`src/sv/ple_pkg.sv`:
```
// Shared constants, codes and control types for the positional list engine.
// No dependencies; every other file in this folder but ple_ram imports this package.
package ple_pkg;

   // list sizing
   localparam int CAPACITY    = 256;
   localparam int HANDLE_BITS = 10;
   localparam int ADDR_W      = $clog2(CAPACITY);
   localparam int CNT_W       = $clog2(CAPACITY + 1);

   // request / response field widths
   localparam int ACTION_W = 3;
   localparam int POS_W    = 9;
   localparam int STATUS_W = 2;

   // common width for position / count compares
   localparam int CMP_W = (CNT_W > POS_W) ? CNT_W : POS_W;

   // action codes carried on the request word
   localparam logic [ACTION_W-1:0] ACT_INS_FRONT = 3'd0;
   localparam logic [ACTION_W-1:0] ACT_INS_BACK  = 3'd1;
   localparam logic [ACTION_W-1:0] ACT_INS_AT    = 3'd2;
   localparam logic [ACTION_W-1:0] ACT_REM_FRONT = 3'd3;
   localparam logic [ACTION_W-1:0] ACT_REM_BACK  = 3'd4;
   localparam logic [ACTION_W-1:0] ACT_REM_AT    = 3'd5;

   // result status codes
   typedef enum logic [STATUS_W-1:0] {
      ST_OK    = 2'd0,
      ST_FULL  = 2'd1,
      ST_EMPTY = 2'd2,
      ST_RANGE = 2'd3
   } status_type;

   // controller to datapath
   typedef struct packed {
      logic start;
      logic step;
      logic commit;
   } ctrl_cmd_type;

   // datapath to controller
   typedef struct packed {
      logic done;
      logic out_free;
   } ctrl_sts_type;

endpackage

```
`src/sv/ple_ram.sv`:
```
// Generic simple dual-port RAM: one write port, one read port, registered read.
// Depends on nothing; the list datapath holds the slot store in one of these.
module ple_ram #(
   parameter int WIDTH = 8,
   parameter int DEPTH = 16
) (
   input  logic                     clock,
   input  logic                     we,
   input  logic [$clog2(DEPTH)-1:0] waddr,
   input  logic [WIDTH-1:0]         wdata,
   input  logic [$clog2(DEPTH)-1:0] raddr,
   output logic [WIDTH-1:0]         rdata
);

   logic [WIDTH-1:0] mem_ff [DEPTH];
   logic [WIDTH-1:0] rdata_ff;

   // write and registered read
   always_ff @(posedge clock) begin
      if (we) begin
         mem_ff[waddr] <= wdata;
      end
      rdata_ff <= mem_ff[raddr];
   end

   assign rdata = rdata_ff;

endmodule

```
`src/sv/ple_ctrl.sv`:
```
// Controller state machine for the positional list engine.
// Depends on ple_pkg; drives the datapath through ctrl_cmd_type commands.
module ple_ctrl
   import ple_pkg::*;
(
   input  logic         clock,
   input  logic         reset,
   input  logic         req_valid,
   output logic         req_ready,
   input  ctrl_sts_type sts,
   output ctrl_cmd_type cmd
);

   typedef enum logic [1:0] {
      S_IDLE  = 2'b01,
      S_SHIFT = 2'b10
   } state_type;

   state_type state_ff, state_in;

   // take a word only while idle
   assign req_ready = (state_ff == S_IDLE);

   always_comb begin
      cmd.start  = 1'b0;
      cmd.step   = 1'b0;
      cmd.commit = 1'b0;
      state_in   = state_ff;
      case (state_ff)
         S_IDLE: begin
            if (req_valid) begin
               cmd.start = 1'b1;
               state_in  = S_SHIFT;
            end
         end
         S_SHIFT: begin
            cmd.step = 1'b1;
            // finish once the moves have drained and the result slot is free
            if (sts.done && sts.out_free) begin
               cmd.commit = 1'b1;
               state_in   = S_IDLE;
            end
         end
         default: begin
            state_in = S_IDLE;
         end
      endcase
   end

   always_ff @(posedge clock) begin
      if (reset) begin
         state_ff <= S_IDLE;
      end else begin
         state_ff <= state_in;
      end
   end

`ifndef SYNTH
   a_commit_needs_free: assert property (@(posedge clock) disable iff (reset)
      cmd.commit |-> sts.done && sts.out_free)
      else $error("commit issued while busy or result slot occupied");
   a_start_leads_shift: assert property (@(posedge clock) disable iff (reset)
      cmd.start |=> !req_ready)
      else $error("accepted word did not leave idle");
   a_commit_returns_idle: assert property (@(posedge clock) disable iff (reset)
      cmd.commit |=> req_ready)
      else $error("commit did not return to idle");
`endif

endmodule

```
`src/sv/ple_dpath.sv`:
```
// Datapath for the positional list engine: slot RAM, count, move sequencer
// and the result register. Depends on ple_pkg and ple_ram.
module ple_dpath
   import ple_pkg::*;
(
   input  logic                   clock,
   input  logic                   reset,
   input  ctrl_cmd_type           cmd,
   output ctrl_sts_type           sts,
   input  logic [ACTION_W-1:0]    req_action,
   input  logic [POS_W-1:0]       req_position,
   input  logic [HANDLE_BITS-1:0] req_item_handle,
   output logic                   rsp_valid,
   input  logic                   rsp_ready,
   output logic [STATUS_W-1:0]    rsp_status,
   output logic [HANDLE_BITS-1:0] rsp_removed_handle,
   output logic [CNT_W-1:0]       rsp_entry_count
);

   // control state
   logic             rsp_valid_ff, rsp_valid_in;
   logic [CNT_W-1:0] count_ff, count_in;
   logic [CNT_W-1:0] left_ff, left_in;
   logic             wr_pend_ff, wr_pend_in;
   logic             cap_pend_ff, cap_pend_in;
   logic             first_ff, first_in;

   // operation payload
   logic                   is_ins_ff, is_ins_in;
   logic                   is_rem_ff, is_rem_in;
   status_type             status_ff, status_in;
   logic [ADDR_W-1:0]      at_ff, at_in;
   logic [HANDLE_BITS-1:0] handle_ff, handle_in;
   logic [ADDR_W-1:0]      rd_ptr_ff, rd_ptr_in;
   logic [ADDR_W-1:0]      wr_addr_ff, wr_addr_in;
   logic [HANDLE_BITS-1:0] taken_ff, taken_in;

   // result register payload
   logic [STATUS_W-1:0]    rsp_status_ff, rsp_status_in;
   logic [HANDLE_BITS-1:0] rsp_removed_ff, rsp_removed_in;
   logic [CNT_W-1:0]       rsp_count_ff, rsp_count_in;

   // RAM ports
   logic                   mem_we;
   logic [ADDR_W-1:0]      mem_waddr;
   logic [HANDLE_BITS-1:0] mem_wdata;
   logic [ADDR_W-1:0]      mem_raddr;
   logic [HANDLE_BITS-1:0] mem_rdata;

   // request decode
   logic [CMP_W-1:0] n_x, pos_x, at_x;
   logic             dec_ins, dec_rem;
   status_type       dec_status;
   logic             ok_ins, ok_rem;

   ple_ram #(
      .WIDTH (HANDLE_BITS),
      .DEPTH (CAPACITY)
   ) u_slots (
      .clock (clock),
      .we    (mem_we),
      .waddr (mem_waddr),
      .wdata (mem_wdata),
      .raddr (mem_raddr),
      .rdata (mem_rdata)
   );

   // decode action against the current count
   always_comb begin
      n_x        = CMP_W'(count_ff);
      pos_x      = CMP_W'(req_position);
      at_x       = '0;
      dec_ins    = 1'b0;
      dec_rem    = 1'b0;
      dec_status = ST_OK;
      case (req_action)
         ACT_INS_FRONT: begin
            dec_ins = 1'b1;
         end
         ACT_INS_BACK: begin
            dec_ins = 1'b1;
            at_x    = n_x;
         end
         ACT_INS_AT: begin
            dec_ins = 1'b1;
            at_x    = pos_x;
         end
         ACT_REM_FRONT: begin
            dec_rem = 1'b1;
         end
         ACT_REM_BACK: begin
            dec_rem = 1'b1;
            at_x    = n_x - CMP_W'(1);
         end
         ACT_REM_AT: begin
            dec_rem = 1'b1;
            at_x    = pos_x;
         end
         default: begin
         end
      endcase
      if (dec_ins) begin
         if (n_x >= CMP_W'(CAPACITY)) begin
            dec_status = ST_FULL;
         end else if (at_x > n_x) begin
            dec_status = ST_RANGE;
         end
      end else if (dec_rem) begin
         if (n_x == '0) begin
            dec_status = ST_EMPTY;
         end else if (at_x >= n_x) begin
            dec_status = ST_RANGE;
         end
      end
   end

   assign ok_ins = is_ins_ff && (status_ff == ST_OK);
   assign ok_rem = is_rem_ff && (status_ff == ST_OK);

   // move sequencer: one read per cycle, each move write lands in the cycle after its read
   always_comb begin
      is_ins_in   = is_ins_ff;
      is_rem_in   = is_rem_ff;
      status_in   = status_ff;
      at_in       = at_ff;
      handle_in   = handle_ff;
      left_in     = left_ff;
      rd_ptr_in   = rd_ptr_ff;
      wr_addr_in  = wr_addr_ff;
      wr_pend_in  = 1'b0;
      cap_pend_in = 1'b0;
      first_in    = first_ff;
      taken_in    = taken_ff;
      mem_raddr   = rd_ptr_ff;

      if (cmd.start) begin
         is_ins_in = dec_ins;
         is_rem_in = dec_rem;
         status_in = dec_status;
         at_in     = ADDR_W'(at_x);
         handle_in = req_item_handle;
         first_in  = 1'b1;
         taken_in  = '0;
         if ((dec_ins || dec_rem) && (dec_status == ST_OK)) begin
            left_in = CNT_W'(n_x - at_x);
         end else begin
            left_in = '0;
         end
         // insert walks down from the top entry, remove walks up from the gap
         if (dec_ins) begin
            rd_ptr_in = ADDR_W'(n_x - CMP_W'(1));
         end else begin
            rd_ptr_in = ADDR_W'(at_x);
         end
      end else if (cmd.step) begin
         if (cap_pend_ff) begin
            taken_in = mem_rdata;
         end
         if (left_ff != '0) begin
            left_in  = left_ff - CNT_W'(1);
            first_in = 1'b0;
            if (is_ins_ff) begin
               rd_ptr_in   = rd_ptr_ff - ADDR_W'(1);
               wr_addr_in  = rd_ptr_ff + ADDR_W'(1);
               wr_pend_in  = 1'b1;
            end else begin
               rd_ptr_in   = rd_ptr_ff + ADDR_W'(1);
               wr_addr_in  = rd_ptr_ff - ADDR_W'(1);
               wr_pend_in  = !first_ff;
               cap_pend_in = first_ff;
            end
         end
      end
   end

   // trailing move write, or the new handle on an insert commit
   always_comb begin
      mem_we    = 1'b0;
      mem_waddr = wr_addr_ff;
      mem_wdata = mem_rdata;
      if (wr_pend_ff) begin
         mem_we = 1'b1;
      end else if (cmd.commit && ok_ins) begin
         mem_we    = 1'b1;
         mem_waddr = at_ff;
         mem_wdata = handle_ff;
      end
   end

   // count update and result register load
   always_comb begin
      count_in       = count_ff;
      rsp_valid_in   = rsp_valid_ff;
      rsp_status_in  = rsp_status_ff;
      rsp_removed_in = rsp_removed_ff;
      rsp_count_in   = rsp_count_ff;
      if (rsp_ready) begin
         rsp_valid_in = 1'b0;
      end
      if (cmd.commit) begin
         if (ok_ins) begin
            count_in = count_ff + CNT_W'(1);
         end else if (ok_rem) begin
            count_in = count_ff - CNT_W'(1);
         end
         rsp_valid_in   = 1'b1;
         rsp_status_in  = status_ff;
         rsp_removed_in = ok_rem ? taken_ff : '0;
         rsp_count_in   = count_in;
      end
   end

   assign sts.done     = (left_ff == '0) && !wr_pend_ff && !cap_pend_ff;
   assign sts.out_free = !rsp_valid_ff || rsp_ready;

   always_ff @(posedge clock) begin
      if (reset) begin
         rsp_valid_ff <= 1'b0;
         count_ff     <= '0;
         left_ff      <= '0;
         wr_pend_ff   <= 1'b0;
         cap_pend_ff  <= 1'b0;
         first_ff     <= 1'b0;
      end else begin
         rsp_valid_ff <= rsp_valid_in;
         count_ff     <= count_in;
         left_ff      <= left_in;
         wr_pend_ff   <= wr_pend_in;
         cap_pend_ff  <= cap_pend_in;
         first_ff     <= first_in;
      end
   end

   always_ff @(posedge clock) begin
      is_ins_ff      <= is_ins_in;
      is_rem_ff      <= is_rem_in;
      status_ff      <= status_in;
      at_ff          <= at_in;
      handle_ff      <= handle_in;
      rd_ptr_ff      <= rd_ptr_in;
      wr_addr_ff     <= wr_addr_in;
      taken_ff       <= taken_in;
      rsp_status_ff  <= rsp_status_in;
      rsp_removed_ff <= rsp_removed_in;
      rsp_count_ff   <= rsp_count_in;
   end

   assign rsp_valid          = rsp_valid_ff;
   assign rsp_status         = rsp_status_ff;
   assign rsp_removed_handle = rsp_removed_ff;
   assign rsp_entry_count    = rsp_count_ff;

`ifndef SYNTH
   a_count_bound: assert property (@(posedge clock) disable iff (reset)
      CMP_W'(count_ff) <= CMP_W'(CAPACITY))
      else $error("entry count above capacity");
   a_count_only_on_commit: assert property (@(posedge clock) disable iff (reset)
      !cmd.commit |=> $stable(count_ff))
      else $error("entry count changed outside commit");
   a_no_move_at_commit: assert property (@(posedge clock) disable iff (reset)
      cmd.commit |-> !wr_pend_ff && !cap_pend_ff && (left_ff == '0))
      else $error("commit while moves still in flight");
`endif

endmodule

```
`src/sv/positional_list_engine.sv`:
```
// Top level of the positional list engine: controller plus datapath.
// Depends on ple_pkg, ple_ctrl, ple_dpath (which holds ple_ram).
//
//   channel | ports                                   | direction
//   --------+-----------------------------------------+----------
//   req     | req_valid/ready, action, position, item | in
//   rsp     | rsp_valid/ready, status, removed, count | out
//
// An action reads no slot when it is an error, a no-op or an insert back, else
// it reads count - index slots (up to 256) before its commit.
// The single read port and write port of the slot RAM move one entry a cycle.
// The result word loads into the output register at the edge ending the commit.
// While a result is held one more word is accepted; its commit then waits.
// Reset clears the count to zero; slot contents are undefined until written.
module positional_list_engine
   import ple_pkg::*;
(
   input  logic                   clock,
   input  logic                   reset,
   input  logic                   req_valid,
   output logic                   req_ready,
   input  logic [ACTION_W-1:0]    req_action,
   input  logic [POS_W-1:0]       req_position,
   input  logic [HANDLE_BITS-1:0] req_item_handle,
   output logic                   rsp_valid,
   input  logic                   rsp_ready,
   output logic [STATUS_W-1:0]    rsp_status,
   output logic [HANDLE_BITS-1:0] rsp_removed_handle,
   output logic [CNT_W-1:0]       rsp_entry_count
);

   ctrl_cmd_type cmd;
   ctrl_sts_type sts;

   ple_ctrl u_ctrl (
      .clock     (clock),
      .reset     (reset),
      .req_valid (req_valid),
      .req_ready (req_ready),
      .sts       (sts),
      .cmd       (cmd)
   );

   ple_dpath u_dpath (
      .clock              (clock),
      .reset              (reset),
      .cmd                (cmd),
      .sts                (sts),
      .req_action         (req_action),
      .req_position       (req_position),
      .req_item_handle    (req_item_handle),
      .rsp_valid          (rsp_valid),
      .rsp_ready          (rsp_ready),
      .rsp_status         (rsp_status),
      .rsp_removed_handle (rsp_removed_handle),
      .rsp_entry_count    (rsp_entry_count)
   );

endmodule

```
`config.mk`:
```
export PLATFORM = sky130hd
export DESIGN_NAME = positional_list_engine
export DESIGN_NICKNAME = d
export VERILOG_FILES = /design/src/sv/ple_pkg.sv /design/src/sv/ple_ram.sv /design/src/sv/ple_ctrl.sv /design/src/sv/ple_dpath.sv /design/src/sv/positional_list_engine.sv
export SDC_FILE = /design/constraint.sdc
export NUM_CORES = 2
export LEC_CHECK = 0
export BUFFER_PORTS_ARGS = -buffer_cell sky130_fd_sc_hd__buf_2
export CORE_UTILIZATION = 40
export DETAILED_ROUTE_END_ITERATION = 8
export GPL_TIMING_DRIVEN = 0
export PLACE_DENSITY = 0.5
export SYNTH_ARGS = -nofsm -noshare
export SYNTH_HDL_FRONTEND = slang
export SYNTH_HIERARCHICAL = 1
export SYNTH_SLANG_ARGS = --single-unit
export TNS_END_PERCENT = 30
```
`constraint.sdc`:
```
create_clock -name clock -period 7.5 [get_ports clock]
set_input_delay 1.125 -clock clock [delete_from_list [all_inputs] [get_ports clock]]
set_output_delay 1.125 -clock clock [all_outputs]
set_load 0.05 [all_outputs]
```
Yosys cells after proc, flatten, opt, wreduce, memory -nomap -nowiden
Memories as Yosys holds them, arrays and structs flattened. A register that Yosys moved wholly into a read port is not among the register bits.
Cells that the tools add are included.
{"block": "word_totals", "ram_bits": 2560, "register_bits": 93, "mem_count": 1, "output_inout_bits": 23}
{"block": "classes", "eq_ne": 9, "bitwise": 3, "add_sub_neg": 6, "n_lt_le_gt_ge": 3, "n_reduce_logical": 31, "n_mux": 42}
{"name": "u_dpath.u_slots.mem_ff", "words": 256, "word_bits": 10, "read_ports": 1, "rd_ports_with_merged_regs": 1, "wr": 1, "line_no": "ple_ram.sv:15", "rtl": "logic [WIDTH-1:0] mem_ff [DEPTH];"}
{"op": "8-bit two-way mux", "count": 8}
{"op": "9-bit two-way mux", "count": 6}
{"op": "9-bit case mux with 3 select lines", "count": 1}
{"op": "10-bit two-way mux", "count": 2}
{"op": "9-bit logical NOT", "count": 2}
{"op": "2-bit two-way mux", "count": 9}
{"op": "9-bit by 1-bit subtractor with 9-bit output, second input constant", "count": 2}
{"op": "1-bit two-way mux", "count": 15}
{"op": "9-bit by 1-bit adder with 9-bit output, second input constant", "count": 1}
{"op": "9-bit greater-or-equal comparator", "count": 1}
{"op": "9-bit greater-or-equal comparator, second input constant", "count": 1}
{"op": "9-bit > comparator", "count": 1}
{"op": "9-bit nonzero test", "count": 1}
{"op": "9-bit subtractor", "count": 1}
{"op": "8-bit by 1-bit adder with 8-bit output, second input constant", "count": 1}
{"op": "8-bit by 1-bit subtractor with 8-bit output, second input constant", "count": 1}
{"op": "1-bit logical AND", "count": 7}
{"op": "3-bit by 2-bit == test with 1-bit output, second input constant", "count": 2}
{"op": "3-bit == test, second input constant", "count": 2}
{"op": "2-bit AND reduction", "count": 3}
{"op": "2-bit nonzero test", "count": 3}
{"op": "3-bit OR reduction", "count": 2}
{"op": "5-bit OR reduction", "count": 1}
{"op": "1-bit logical NOT", "count": 4}
{"op": "other kinds (13)", "count": 17}

Depth between registers and ports, before layout
{"block": "depth", "ltp_word": 12, "depth_mapped": 19, "mapped_depth_nobuf": 15}

Cells and area by module
Netlist, hierarchy kept.
{"module": "ple_ram", "area_per_inst_um2": 99253.9, "seq_area_each_um2": 77073.9, "cells_per_inst": 4642, "n_inst": 1}
{"module": "ple_dpath", "area_per_inst_um2": 5375.2, "seq_area_each_um2": 2412.3, "cells_per_inst": 562, "n_inst": 1}
{"module": "ple_ctrl", "area_per_inst_um2": 91.3, "seq_area_each_um2": 40.0, "cells_per_inst": 11, "n_inst": 1}

Least setup slack after synthesis
OpenSTA, ideal clock, no wires.
{"block": "synth_path", "path_kind": "reg-to-reg", "from": "reg u_dpath.left_ff[0]", "to": "mem u_dpath/u_slots/mem_ff[0][6] in the netlist's numbering, data pin", "setup_time_ps": 555, "n_path_buf": 3, "slack_ps": 1464, "t_arrival_ps": 5481, "t_required_ps": 6945, "stages_incl_launch_ff": 14, "path_cell_list": "dfxtp_1 > inv_1 > ha_1 > or4b_1 > buf_2 > nor2_1 > and4b_1 > nand2_1 > nor2b_1 > buf_2 > nand2_1 > nor2_1 > buf_2 > mux2_2"}
{"item": "from (decl)", "line_no": "ple_dpath.sv:23", "rtl": "logic [CNT_W-1:0] left_ff, left_in;"}
{"item": "from (signal assigned)", "line_no": "ple_dpath.sv:227", "rtl": "left_ff <= left_in;"}
{"item": "to (decl)", "line_no": "ple_ram.sv:15"}

==> flow_summary.ini <==
[sta]
rsz0062_at_grt = true
hold_violations = 0
relSlewSlack_pct = -12.9
fmax_mhz = 134
drv_slew = 15
worst_slew_pin_slew_ns = 1.68
finalSetupTns_ns = 0
postLayoutSetupSlackWorst_ns = 0.0400
fin_worst_skew_ns = 0.0722
period_needed_ns = 7.46
timing.final.crit_share_pct = 99.5
setup_viol = 0

[global_routing]
grt-ovfl-total = 0
grt_pass1_wl_mm = 488
first_global_vias = 55100
grt_max_degree = 146
track_usage_pct = 27.5
antenna_found_initial = 24

[yosys]
synth.avg_cell_area_um2 = 20.1
yosys.area.top_type = edfxtp_1
yosysMostFrequentCell = edfxtp_1
synth_fp_nets = 5256
ys_warn_count = 6
synth-main-ff-cell = edfxtp_1
synth_edf_count = 2619
synth_top_cell_area_share_pct = 75.1
yosysSeqAreaShare_pct = 75.9
syn_area_um2 = 105000
synth_cell_type_count = 84
synth_seq_cells = 2663
ys_top_cells_by_count = edfxtp_1, mux4_2, nor2_1
ys_async_sr_fraction_pct = 0
syn_inst = 5215
yosys-top-cells-area = edfxtp_1, mux4_2, mux2i_1

[job]
cap_violations = 3

[routing]
ant_nets = 0
wl_per_cell_um = 39.3
first_iter_violations = 8199
vias = 57700
wl_mm = 367
via_per_inst = 6.18
post-route-drc-count = 0
first_pass_iters = 6

[critical_path]
crit_path_max_fanout = 12
crit_type = register to register
r2r-start = u_dpath/left_ff[0]$_SDFFE_PP0P_
cp-startpoint = u_dpath/left_ff[0]$_SDFFE_PP0P_
critical_path.max_stage_delay_ns = 0.74
cpMaxStageDelayCell = nor2_2
cp.required_ns = 8.02
worst_setup_path_end_kind = register
cp.arrival_ns = 7.98
critPathLaunchType = register
reg2reg_depth = 20
crit_path_frequent_cell = buf_2
crit_chain = inv_1, ha_1, or4b_1, buf_2, nor2_1, and4b_1, nand2_1, nor2b_4, buf_8, buf_2, nand2_1, nor2_4, buf_2, mux2_2, clkbuf_1, nor2b_1, clkbuf_1, nand3_2, clkbuf_4, nor2_2

[clock_tree]
clk_path_buf_depth = 4
ctsHoldBuffers = 0
clk_pin_slew_worst_paths_ns = 0.06
h-tree-depth = 5
cts_num_sinks = 2663
cts_made_buffers = 296
clockRootBuffer = clkbuf_16
insertion_delay_ns = 0.90
cts_tree = built

[min_path]
worstHoldStart = req_item_handle[8]
worstHoldPathType = primary input to register
hold_depth = 1

[die]
ios = 49
die_h_um = 514
start_util_pct = 40.3
rows = 187
die_width_um = 514
design.core.area_um2 = 260000
die-area_um2 = 264000

[final_layout]
syn2layout_area_growth_pct = 15.2
num-fill-cells = 21800
final_util_pct = 46.4
drive_gt1_share_pct = 24.0
final_nets = 5657

[placed_design]
hpwlAfterDp_mm = 247
gp_congestion = 0.920
dpl_worst_slack_ns = -1.80
portBuffers = 45

[power]
leakagePower_uw = 0.0377
p_per_area_nw_per_um2 = 322
vdd_drop_max_uv = 333

[outcome]
violations = capacitance limit, slew limit
outcome = complete, but fails checks
-- path summary, 6_finish.rpt --
path	endpoint	slack [ns]
worst max-delay path	u_dpath/u_slots/mem_ff[218][4]$_DFFE_PP_	0.04
worst min-delay path	u_dpath/handle_ff[8]$_DFFE_PP_	0.45
worst max register to register	u_dpath/u_slots/mem_ff[218][4]$_DFFE_PP_	0.04
worst min register to register	u_dpath/taken_ff[4]$_SDFFE_PP0P_	0.45
-- logic make-up after synthesis --
family,synth area share (%)
muxes,14.0
DFF,75.9
AOI/OAI and AO/OA,4.31
xor gates and xnor gates,0.368
and+or+nand+nor,3.19
buffers and inverters,2.03
adders and majority gates,0.186
-- final cells by class --
class                           instances  area, µm²  share of cell area [%]
Clock inverter                        145       1200                   0.994
Multi-Input combinational cell       2204      24200                    20.1
Antenna cell                            7       17.5                  0.0145
Buffer                                324       2100                    1.74
Clock buffer                          372       7820                    6.48
Inverter                               24       90.1                  0.0747
Tap cell                             3496       4370                    3.63
Sequential cell                      2663      79500                    65.9
Timing Repair Buffer                  103       1290                    1.07
-- critical path, delay by kind of cell (launching register included) --
kind / cells / cell delay, ns
flops: 1 / 0.30
buf+inv: 8 / 2.59
mux: 1 / 0.43
fa+ha+maj: 1 / 0.20
simple gates: 10 / 3.55
-- where the power goes --
| part | total, µW | switching, µW | internal [µW] |
|---|---|---|---|
| combinational | 6500 | 4980 | 1520 |
| clock | 13800 | 5900 | 7940 |
| sequential | 18500 | 51.5 | 18400 |
-- cell usage in the layout (no fill, tap or decap), types with 60 or more instances in the layout --
cell / count
nand2_1: 110
nor2_2: 85
a21oi_1: 153
mux4_2: 495
a22oi_1: 197
buf_2: 105
clkbuf_16: 302
clkinv_1: 64
o22ai_1: 60
edfxtp_1: 2619
nor2_1: 166
mux2i_1: 221
clkbuf_1: 195
nor2_4: 95
-- layer usage --
| layer | share of wire (%) | global-route usage [%] | up-vias |
|---|---|---|---|
| li1 | - | - | 22500 |
| met1 | 40 | 37.8 | 31400 |
| met2 | 45 | 42.1 | 3136 |
| met3 | 9.5 | 6.11 | 642 |
| met4 | 4.9 | 12.4 | 10 |
| met5 | 0.054 | 0 | - |
-- repair_timing --
item / in CTS / in global routing
resized for setup: 168 / 111
buffers inserted: 9 / 3
cloned: 0 / 0
setup endpoints to repair: 2501 / 1742
pin swaps: 1 / 1
-- stage by stage --
stage / cells / hold slack, ns / power, µW / cell area (µm²)
finish: 9338 / 0.448 / 38800 / 121000
global route: 9333 / 0.431 / 39700 / 121000
CTS: 9325 / 0.394 / 38900 / 120000
detailed placement: 8799 / 0.448 / 25200 / 111000
global placement: 8756 / 0.438 / 25200 / 109000
floorplan: 5215 / 0.429 / 21900 / 105000
-- sequential cells by signal (all words and copies together) (netlist names), 9 cells and up --
register	count
u_dpath/u_slots/rdata	10
u_dpath/rsp_entry_count	9
u_dpath/rsp_removed_handle	10
u_dpath/u_slots/mem_ff	2560
u_dpath/left_ff	9
u_dpath/count_ff	9
u_dpath/handle_ff	10
u_dpath/taken_ff	10
(Power assumes the default switching activity.)
